<file path="src/hw/rtl/assert_macros.svh">
`ifndef ASSERT_MACROS_SVH
`define ASSERT_MACROS_SVH

// concurrent check on clk_i, off while in reset
`define SSBP_ASSERT(lbl, prop, msg) \
  lbl: assert property (@(posedge clk_i) disable iff (!rst_ni) prop) \
    else $error(msg);

// implication form of the above
`define SSBP_ASSERT_IMP(lbl, pre, post, msg) \
  `SSBP_ASSERT(lbl, (pre) |-> (post), msg)

`endif

</file>
<file path="src/hw/rtl/ssbp_ram.sv">
`default_nettype none
module ssbp_ram #(
  parameter int Width = 8,
  parameter int Depth = 16
) (
  input  wire logic                     clk_i,
  input  wire logic                     we_i,
  input  wire logic [$clog2(Depth)-1:0] waddr_i,
  input  wire logic [Width-1:0]         wdata_i,
  input  wire logic [$clog2(Depth)-1:0] raddr_i,
  output      logic [Width-1:0]         rdata_o
);

  logic [Width-1:0] mem_q [Depth];

  always_ff @(posedge clk_i) begin
    if (we_i) begin
      mem_q[waddr_i] <= wdata_i;
    end
    rdata_o <= mem_q[raddr_i];
  end

endmodule
`default_nettype wire

</file>
<file path="config.mk">
export PLATFORM = sky130hd
export DESIGN_NAME = ssbp_ram
export DESIGN_NICKNAME = d
export VERILOG_FILES = /design/src/hw/rtl/assert_macros.svh /design/src/hw/rtl/ssbp_ram.sv
export SDC_FILE = /design/constraint.sdc
export NUM_CORES = 1
export LEC_CHECK = 0
export BUFFER_PORTS_ARGS = -buffer_cell sky130_fd_sc_hd__buf_2
export CAP_MARGIN = 10
export CORE_MARGIN = 3
export CORE_UTILIZATION = 40
export CTS_CLUSTER_DIAMETER = 200
export DETAILED_ROUTE_END_ITERATION = 6
export PLACE_DENSITY = 0.63
export SYNTH_ARGS = -nofsm -noshare
export SYNTH_HDL_FRONTEND = slang
export SYNTH_SLANG_ARGS = --single-unit
</file>
<file path="constraint.sdc">
create_clock -name clk_i -period 3 [get_ports clk_i]
set_clock_uncertainty 0.2 [all_clocks]
set_input_delay 0.9 -clock clk_i [delete_from_list [all_inputs] [get_ports clk_i]]
set_output_delay 0.9 -clock clk_i [all_outputs]
set_load 0.03 [all_outputs]
</file>
# After elaboration in Yosys (flattened, before gate mapping)
# Memory sizes are Yosys's and may differ from the RTL's. A register that Yosys moved wholly into a read port is not among the register bits.
# Cells that the tools add are included.
dict set report op_classes {
  div 0
  addsub 0
  reduce_logical 0
  eq_ne 0
  bitwise 0
  n_shift 0
  multipliers 0
  order_cmp 0
  n_mux 2
}
# cell count
set op_table {}
lappend op_table {{$mux W1} 2}
dict set report word_totals {
  ramBits 128
  latch_bits 0
  register_bits 0
  mem_count 1
  mem_bits_ro 0
  word_cells 3
  input_bits 18
}
# memory depth width read_ports rd_ports_with_merged_regs wr line_no
set memory_table {}
lappend memory_table {mem_q 16 8 1 1 1 ssbp_ram.sv:14} ;# logic [Width-1:0] mem_q [Depth];

# Longest topological paths before layout
dict set report depth {
  ltp_word 2
  mapped_depth 5
}

# Least setup slack after synthesis
# No wires, ideal clock.
dict set report synth_timing {
  path_kind {input-to-reg}
  startpoint {input waddr_i[2]}
  endpoint {memory mem_q[0][0] (enable)}
  n_path_buf 0
  slack_ns 0.407
  arrival_time_ns 2.010
  path_stages 2
  required_time_ns 2.417
  setup_ns 0.383
  cell_sequence {or3b_2 > nor3_1}
}
# item line_no
set synth_lines {}
lappend synth_lines {{start: declaration} ssbp_ram.sv:8} ;# input wire logic [$clog2(Depth)-1:0] waddr_i,
lappend synth_lines {{end: declaration} ssbp_ram.sv:14}
# Straight into the memory's write port.

==> flow_summary.json <==
{
  "yosys_warnings": 0,
  "status": "finished clean",
  "drtPass1Iterations": 5,
  "synth_cell_types": 19,
  "drv_slew": 0,
  "synth.net_count": 247,
  "drive_above_1_share": 0.308,
  "synth_cells": 229,
  "holdPathEnd": "rdata_o[0]",
  "cts-resized-gates": 0,
  "hold_depth": 3,
  "hold_class": "reg -> reg",
  "dp_slack_ns": 0.367,
  "fin_setup_tns_ns": 0,
  "synth_top_area_cell": "edfxtp_1",
  "fin_ws_ns": 0.806,
  "end_kind": "flop",
  "grt_pass1_wl_um": 15500,
  "wl_per_cell_um": 21.6,
  "slowest_stage": "mux4_1",
  "min_period_ns": 2.19,
  "nFillCells": 1026,
  "synth-edff-count": 128,
  "finalCritPeriodShare": 0.731,
  "synth.area.top_cells": "edfxtp_1 (75%), mux4_2 (7.9%), mux4_1 (7.1%)",
  "synth.cell_area_um2": 5150,
  "cp_max_fo": 32,
  "setup-violations-final": 0,
  "worstMarginPinSlew_ns": 0.754,
  "async_reset_ff_frac": 0,
  "path_cells": "buf_2, buf_12, mux4_1, a22oi_1, nand2_1",
  "num_antenna_cells": 0,
  "pwr_density_cell_nw_per_um2": 713,
  "synth_top_flop_cell": "edfxtp_1",
  "r2r_start": "mem_q[9][2]",
  "place_hpwl_um": 6440,
  "clkSinkCount": 136,
  "critPathMaxStageDelay_ns": 0.60,
  "drt-vias-per-instance": 5.24,
  "syn_to_final_growth_pct": 19.3,
  "synth-seq-cells": 136,
  "final_antenna_net_count": 0,
  "hold_start": "mem_q[3][0]",
  "stdcell_count": 463,
  "drtIter0Drc": 193,
  "row_count": 40,
  "grt_antenna_before_repair": 0,
  "cp-startpoint": "raddr_i[0]",
  "hold_viol_final": 0,
  "place.gp.congestion": 0.720,
  "dieArea_um2": 14300,
  "yosysMostFrequentCell": "edfxtp_1",
  "holdBufCountCts": 0,
  "wl_um": 10000,
  "vias": 2424,
  "remaining_drc_errors": 0,
  "synthTopCellsByCount": "edfxtp_1 (128), mux4_2 (18), a22oi_1 (16), mux4_1 (14), nor2_1 (13)",
  "critPathRequiredTime_ns": 3.08,
  "placed_cells": 431,
  "r2r_end": "rdata_o[2]",
  "drv_cap": 0,
  "ir_worst_vdd_mv": 0.410,
  "p_leak_nw": 2.08,
  "cts.reportedPaths.clkPinSlew_ns": 0.05,
  "die_h_um": 119,
  "reg2reg_depth": 3,
  "htreeDepth": 4,
  "arrival_ns": 2.27,
  "io_buffers": 25,
  "initial_core_util": 0.418,
  "core-area_um2": 12300,
  "crit_type": "in -> reg",
  "maxSlewHeadroom": 0.496,
  "die_width_um": 119,
  "ioPinCount": 26,
  "rsz0062_at_grt": "no",
  "yosysTopAreaCellShare": 0.747,
  "clk_path_buf_depth": 2,
  "cts_tree": "yes",
  "grt_pass1_vias": 2466,
  "r2r_setup_slack_ns": 1.41,
  "grt_start_max_net_pins": 33,
  "fmax_ghz": 0.456,
  "synth-seq-area-share": 0.778,
  "synth.avg_cell_area_um2": 22.5,
  "cts_setup_buffers": 0,
  "nets": 300,
  "cts_buffers": 17,
  "grt_use_total": 0.151,
  "root_buffer": "clkbuf_16",
  "gr-total-overflow": 0,
  "clk_latency_ns": 0.40,
  "cp-start-kind": "input port"
}
[worst max-delay path: cells and delay by family]
family	cells	cell delay, ns
AOI/OAI and AO/OA	1	0.31
muxes	1	0.60
buffers and inverters	2	0.33
and+or+nand+nor	1	0.08
[cell families after synthesis]
| family | Yosys count | synth area share |
|---|---|---|
| and+or+nand+nor | 35 | 0.0318 |
| buffers and inverters | 10 | 0.0168 |
| DFF | 136 | 0.778 |
| AOI/OAI and AO/OA | 16 | 0.0233 |
| muxes | 32 | 0.150 |
[layout make-up]
cell class / count / area, um2 / share of cell area
multi-input cells: 83 / 1060 / 0.172
clock buffers: 18 / 429 / 0.0699
flip-flops and latches: 136 / 4000 / 0.652
well taps: 168 / 210 / 0.0342
clock inverters: 14 / 158 / 0.0257
repair buffers: 44 / 280 / 0.0457
[routing by layer]
metal | global-route usage | vias up | part of all wire
met5 | 0 | - | 0
li1 | - | 1080 | -
met4 | 0.0365 | 0 | 0.0040
met2 | 0.232 | 83 | 0.50
met3 | 0.0470 | 4 | 0.056
met1 | 0.214 | 1257 | 0.44
[metrics by stage]
step            util  hold WS [ns]  instance area, um2  power (mW)
2_1_floorplan      -         0.429                5150        2.31
3_3_place_gp   0.451         0.453                5550        2.40
3_5_place_dp   0.451         0.474                5550        2.40
4_1_cts        0.499         0.486                6140        4.41
5_1_grt        0.499         0.519                6140        4.53
6_report       0.499         0.480                6140        4.37
[power breakdown]
part	switching [mW]	total [mW]	internal [mW]
clock	0.720	2.01	1.29
combinational	0.138	0.222	0.0839
sequential	0.0128	2.14	2.13
total	0.870	4.37	3.50
[sequential cells by signal (all words and copies together), names as in the netlist]
| register | count |
|---|---|
| rdata_o | 8 |
| mem_q | 128 |
[cell usage in the layout (no fill, tap or decap), types with 3 or more instances in the layout]
master,Yosys,routed
edfxtp_1,128,128
bufinv_16,0,3
a22oi_1,16,16
mux4_2,18,18
nor2_1,13,13
nor3_1,4,4
mux4_1,14,14
clkinv_2,0,3
clkbuf_16,0,17
buf_4,1,18
clkinv_1,0,3
dfxtp_1,8,8
buf_2,3,25
clkinv_4,0,3
nand2_1,9,9
[how the worst max path moves through the flow]
stage / end / slack, ns
after floorplan: mem_q[0][0] / 0.41
after global placement: rdata_o[2] / 0.38
after detailed placement: rdata_o[2] / 0.37
after CTS: rdata_o[2] / 0.79
after global routing: rdata_o[2] / 0.78
final: rdata_o[2] / 0.81
(Power assumes the default switching activity.)
