## src/hw/rtl/assert_macros.svh

```systemverilog
`ifndef ASSERT_MACROS_SVH
`define ASSERT_MACROS_SVH

// concurrent check on clk_i, off while in reset
`define SSBP_ASSERT(lbl, prop, msg) \
  lbl: assert property (@(posedge clk_i) disable iff (!rst_ni) prop) \
    else $error(msg);

// implication form of the above
`define SSBP_ASSERT_IMP(lbl, pre, post, msg) \
  `SSBP_ASSERT(lbl, (pre) |-> (post), msg)

`endif

```

## src/hw/rtl/ssbp_pkg.sv

```systemverilog
`default_nettype none
package ssbp_pkg;

  localparam int MaxItemsDef = 128;
  localparam int MaxSumDef   = 4096;
  localparam int SizeBitsDef = 7;

  localparam int WordBits = 64;
  localparam int ShBits   = 6;

  localparam int FuncW   = 2;
  localparam int InSizeW = 7;
  localparam int InIdxW  = 7;
  localparam int CapW    = 12;
  localparam int StatusW = 2;
  localparam int BestW   = 12;
  localparam int ChosenW = 8;
  localparam int SolveW  = 3;

  typedef enum logic [FuncW-1:0] {
    FUNC_LOAD  = 2'd0,
    FUNC_SOLVE = 2'd1,
    FUNC_QUERY = 2'd2,
    FUNC_CLEAR = 2'd3
  } func_e;

  localparam logic [StatusW-1:0] StatusOk    = 2'd0;
  localparam logic [StatusW-1:0] StatusFull  = 2'd1;
  localparam logic [StatusW-1:0] StatusRange = 2'd2;

endpackage
`default_nettype wire

```

## src/hw/rtl/ssbp_word_unit.sv

```systemverilog
`default_nettype none
module ssbp_word_unit
  import ssbp_pkg::*;
(
  input  wire logic [WordBits-1:0] prev_i,
  input  wire logic [WordBits-1:0] lo_i,
  input  wire logic [WordBits-1:0] hi_i,
  input  wire logic [ShBits-1:0]   sh_i,
  output      logic [WordBits-1:0] word_o
);

  logic [ShBits:0]       rsh;
  logic [WordBits-1:0]   carry;

  // lo_i is the word at w-k, hi_i the one below it
  always_comb begin
    rsh    = (ShBits+1)'(WordBits) - {1'b0, sh_i};
    carry  = (sh_i == '0) ? '0 : (hi_i >> rsh);
    word_o = prev_i | (lo_i << sh_i) | carry;
  end

endmodule
`default_nettype wire

```

## config.mk

```make
export PLATFORM = sky130hd
export DESIGN_NAME = ssbp_word_unit
export DESIGN_NICKNAME = d
export VERILOG_FILES = /design/src/hw/rtl/assert_macros.svh /design/src/hw/rtl/ssbp_pkg.sv /design/src/hw/rtl/ssbp_word_unit.sv
export SDC_FILE = /design/constraint.sdc
export NUM_CORES = 1
export LEC_CHECK = 0
export BUFFER_PORTS_ARGS = -buffer_cell sky130_fd_sc_hd__clkbuf_2
export CAP_MARGIN = 0
export CELL_PAD_IN_SITES_DETAIL_PLACEMENT = 1
export CELL_PAD_IN_SITES_GLOBAL_PLACEMENT = 2
export CORE_UTILIZATION = 32
export DETAILED_ROUTE_END_ITERATION = 10
export PLACE_DENSITY_LB_ADDON = 0.1
export SYNTH_ARGS = -nofsm -noshare
export SYNTH_HDL_FRONTEND = slang
export SYNTH_SLANG_ARGS = --single-unit
```

## constraint.sdc

```tcl
create_clock -name vclk -period 4.55
set_clock_uncertainty 0.05 [all_clocks]
set_input_delay 0.2275 -clock vclk [all_inputs]
set_output_delay 0.2275 -clock vclk [all_outputs]
set_load 0.02 [all_outputs]
```

# Word level (Yosys, flattened, before mapping)
# Index checks and enable logic that the tools add are counted.
[op_classes] n_shift=2 addsub=1 mux=1 bitwise=2 n_reduce_logical=1
[ops] op="$or 64x64->64" n=2
[ops] op="$mux 64" n=1
[ops] op="$shl 64x6->64" n=1
[ops] op="$shr 64x7->64" n=1
[ops] op="$sub 7x6->7 const A" n=1
[ops] op="$logic_not 6->1" n=1
[totals] register_bits=0 input_bits=198 elab_cells=7

# Depth between registers and ports, before layout
[depth] depth_word=4 ltp_mapped=15 ltp_nobuf=8

# Worst setup path before layout
# OpenSTA, ideal clock, no wires.
[synth_timing] path_kind="input -> output" startpoint="input sh_i[1]" endpoint="output word_o[41]" stages=12 arrival_ps=3445 path_buffers=6 required_ps=4273 setup_slack_ps=828 cell_sequence="buf_2 buf_1 buf_2 inv_1 ha_1 buf_2 buf_2 buf_1 mux2_2 mux4_2 a221oi_1 o211ai_1"
[synth_via] elab_chain_cells=4 word_cells_on_any_way=7 cone_classes="1 x add/sub; 2 x shift; 1 x mux; 2 x bitwise; 1 x reduce/logical"
[synth_lines] element="from (decl)" line="ssbp_word_unit.sv:8" rtl="input wire logic [ShBits-1:0] sh_i,"
[synth_lines] element="$sub 7x6->7" line="ssbp_word_unit.sv:17" rtl="rsh = (ShBits+1)'(WordBits) - {1'b0, sh_i};"
[synth_lines] element="$shr 64x7->64" line="ssbp_word_unit.sv:18" rtl="carry = (sh_i == '0) ? '0 : (hi_i >> rsh);"
[synth_lines] element="$mux 64" line="ssbp_word_unit.sv:18"
[synth_lines] element="$or 64x64->64 (*)" line="ssbp_word_unit.sv:19" rtl="word_o = prev_i | (lo_i << sh_i) | carry;"
[synth_lines] element="to (decl)" line="ssbp_word_unit.sv:9" rtl="output logic [WordBits-1:0] word_o"
# Mark *: on every way between the ends. The rest lies on a longest branch, timed or not.

# Final worst setup path
[layout_timing] startpoint="input sh_i[3]" endpoint="output word_o[7]"
# The elaborated chain is that of the path after synthesis.

==> metrics <==
status=finished with violations; failing checks=DRC; crit-path cells=clkbuf_2 -> or4_1 -> nand2_2 -> buf_12 -> mux2_2 -> o22ai_1 -> a21oi_1 -> o221ai_1 -> clkbuf_2; Seq/Total Area, Yosys=0%; RSZ-0062 raised after global routing=no; startpoint types=input pin; Setup Crit Path Kind=in2out; WHS=roughly 0.73 ns; worst min path class=in2out; delay-heaviest family, CP=compound AO/OA/AOI/OAI gates; Final Worst Setup Slack=0.773 ns; postcts setup bufs=0; Crit. End Element=primary output; Final HPWL DP=~41,000 um; full die area=about 27,000 sq um; final net count=between 1,000 and 1,500; number of vias per cell=approximately 6.8; drt first pass iters=9; GR Overflow Total=0; # fillers=approximately 3,200; Synth Area in XOR/XNOR=0.510%; Detail Route Antenna Nets=0; Cells after Synth=about 960; post-synthesis compound-gate area fraction=a little over a fifth; first-pass GRT wire length=70,000 um; Sequential Area=0 sq um; FFs & Latches=0; slowest CP cell=or4_1; RePlAce Congestion=0.960; # clk buffers=0; area share of the leading cell type in the synthesized netlist=approximately 33%; Starting Density=approximately a third; Pleak=about 4.3 nW; Final Hold Viols=0; Synth Area per Inst=about 9 sq um; CP most frequent cell=clkbuf_2; gr usage total=about a third; Avg WL per Cell=roughly 33 um; setup violators final=0; dpl cells=about 1,500; row count=just under 60; # diodes=0; pins over their slew limit=0; max_cap viols=0; PwrDens=approximately 190 nW/um^2; Post-DP Area=roughly 10,000 sq um; total wire length=between 40,000 and 50,000 um; Final Cycle Share=approximately 83%; Fmax=approximately 0.26 GHz; design area=slightly above 10,000 sq um; mux cell area share after synthesis=between 50 and 60%; Fin Setup TNS=0 ns; peak supply drop=between 0.09 and 0.1 mV; yosys warns=0; # resized after CTS=0; vias in the first global route=about 9,700; post-synthesis adder-cell area fraction=0.146%; area added between synthesis and finish=18.8%; number of buffers added on ports=~260; leading area contributor after synthesis=mux4_2; Pwr Total=roughly 1.9 mW; via count=slightly above 10,000; number of hold buffers added after CTS=0; fin cells=approximately 1,500; largest cells by area after synthesis=mux4_2, mux2i_1, mux2_2, nand2_1, nor2_1; Buffers & Inverters on Critical Path=3; largest fanout on the critical path=31; Net Count, Synth=1,160; Max stage delay on crit path=about 0.8 ns; DRC errors left=23; synthesized cell area=8580 sq um; Top-Level Pins=262; largest net degree at the start of global routing=71; Core Region=between 20,000 and 30,000 sq um; worst slack, placed=a little over 0.8 ns; Synth cell types=71; WP data arrival=roughly 3.5 ns; relative slew slack=roughly a third; Final Core Density=roughly two fifths; post-synthesis simple-gate area fraction=a little over an eighth; share of layout cells above drive strength 1=between 40 and 50%; DR iter-0 viols=roughly 1,200; Die Wd=about 170 um; Worst Tran Pin Value=0.999 ns; initial antenna violation count=0; required time worst endpoint=4.27 ns; Die Span Y=about 170 um; largest family of logic cells by synthesized area=multiplexers; fin crit period=~3.8 ns
## cells by family (layout without fill, tap and decap cells)
group                    count (synthesis)  in the layout
XOR/XNOR                                 5              5
AND/OR/NAND/NOR                        254            254
buffers and inverters                  114            321
adder cells (fa/ha/maj)                  1              1
AO/OA/AOI/OAI                          258            258
multiplexers                           329            329
## power breakdown
group          total [mW]  internal [mW]  switching (mW)
sequential              0              0               0
clock                   0              0               0
combinational        1.89          0.710            1.18
total                1.89          0.710            1.18
## synthesized netlist by cell type, drive strengths merged (3+ instances only)
library cell    n
o21a            3
a21o            3
o221ai         19
a31oi          13
o211ai         28
buf            62
nor2           82
nand2         103
mux4          125
a22oi           8
or4             3
clkbuf         37
and2           10
a31o            3
o21ai          32
a221o           9
and3            9
o2111ai         7
o22ai           9
mux2           66
or3             5
xnor2           3
a32oi           3
o31ai           3
mux2i         138
inv            15
a311oi          6
a211oi         18
nor3           15
nand3          16
a21oi          53
a221oi         15
a211o           8
## per-layer routing
layer,GRT usage (%),vias to the layer above,share of wire (%)
met5,0,-,0
met4,7.52,0,2.6
met3,5.79,53,9.3
met2,48.1,621,40
met1,54.6,5227,48
li1,-,4352,-
## area by class of cell
type / count / area (sq um) / area share, %
multi-input cells: 847 / 8030 / 78.7
repair buffers: 306 / 1700 / 16.6
well taps: 335 / 419 / 4.11
inverters: 15 / 56.3 / 0.552
## final timing paths
check / startpoint / slack (ns) / cells after the start / to
max: sh_i[3] / 0.77 / 9 / word_o[7]
min: prev_i[29] / 0.73 / 3 / word_o[29]
## cell usage in the layout (no fill, tap or decap), drive strengths merged, types with 6 or more instances in the layout
master and count:
a211o 8, a31oi 13, clkbuf 260, o221ai 19, a22oi 8, inv 15, mux2 66, o22ai 9
nor3 15, o211ai 28, a221o 9, nand2 103, a211oi 18, o21ai 32, o2111ai 7, buf 46
and2 10, mux2i 138, nand3 16, and3 9, a311oi 6, a221oi 15, nor2 82, a21oi 53
mux4 125
(Power assumes the default switching activity.)
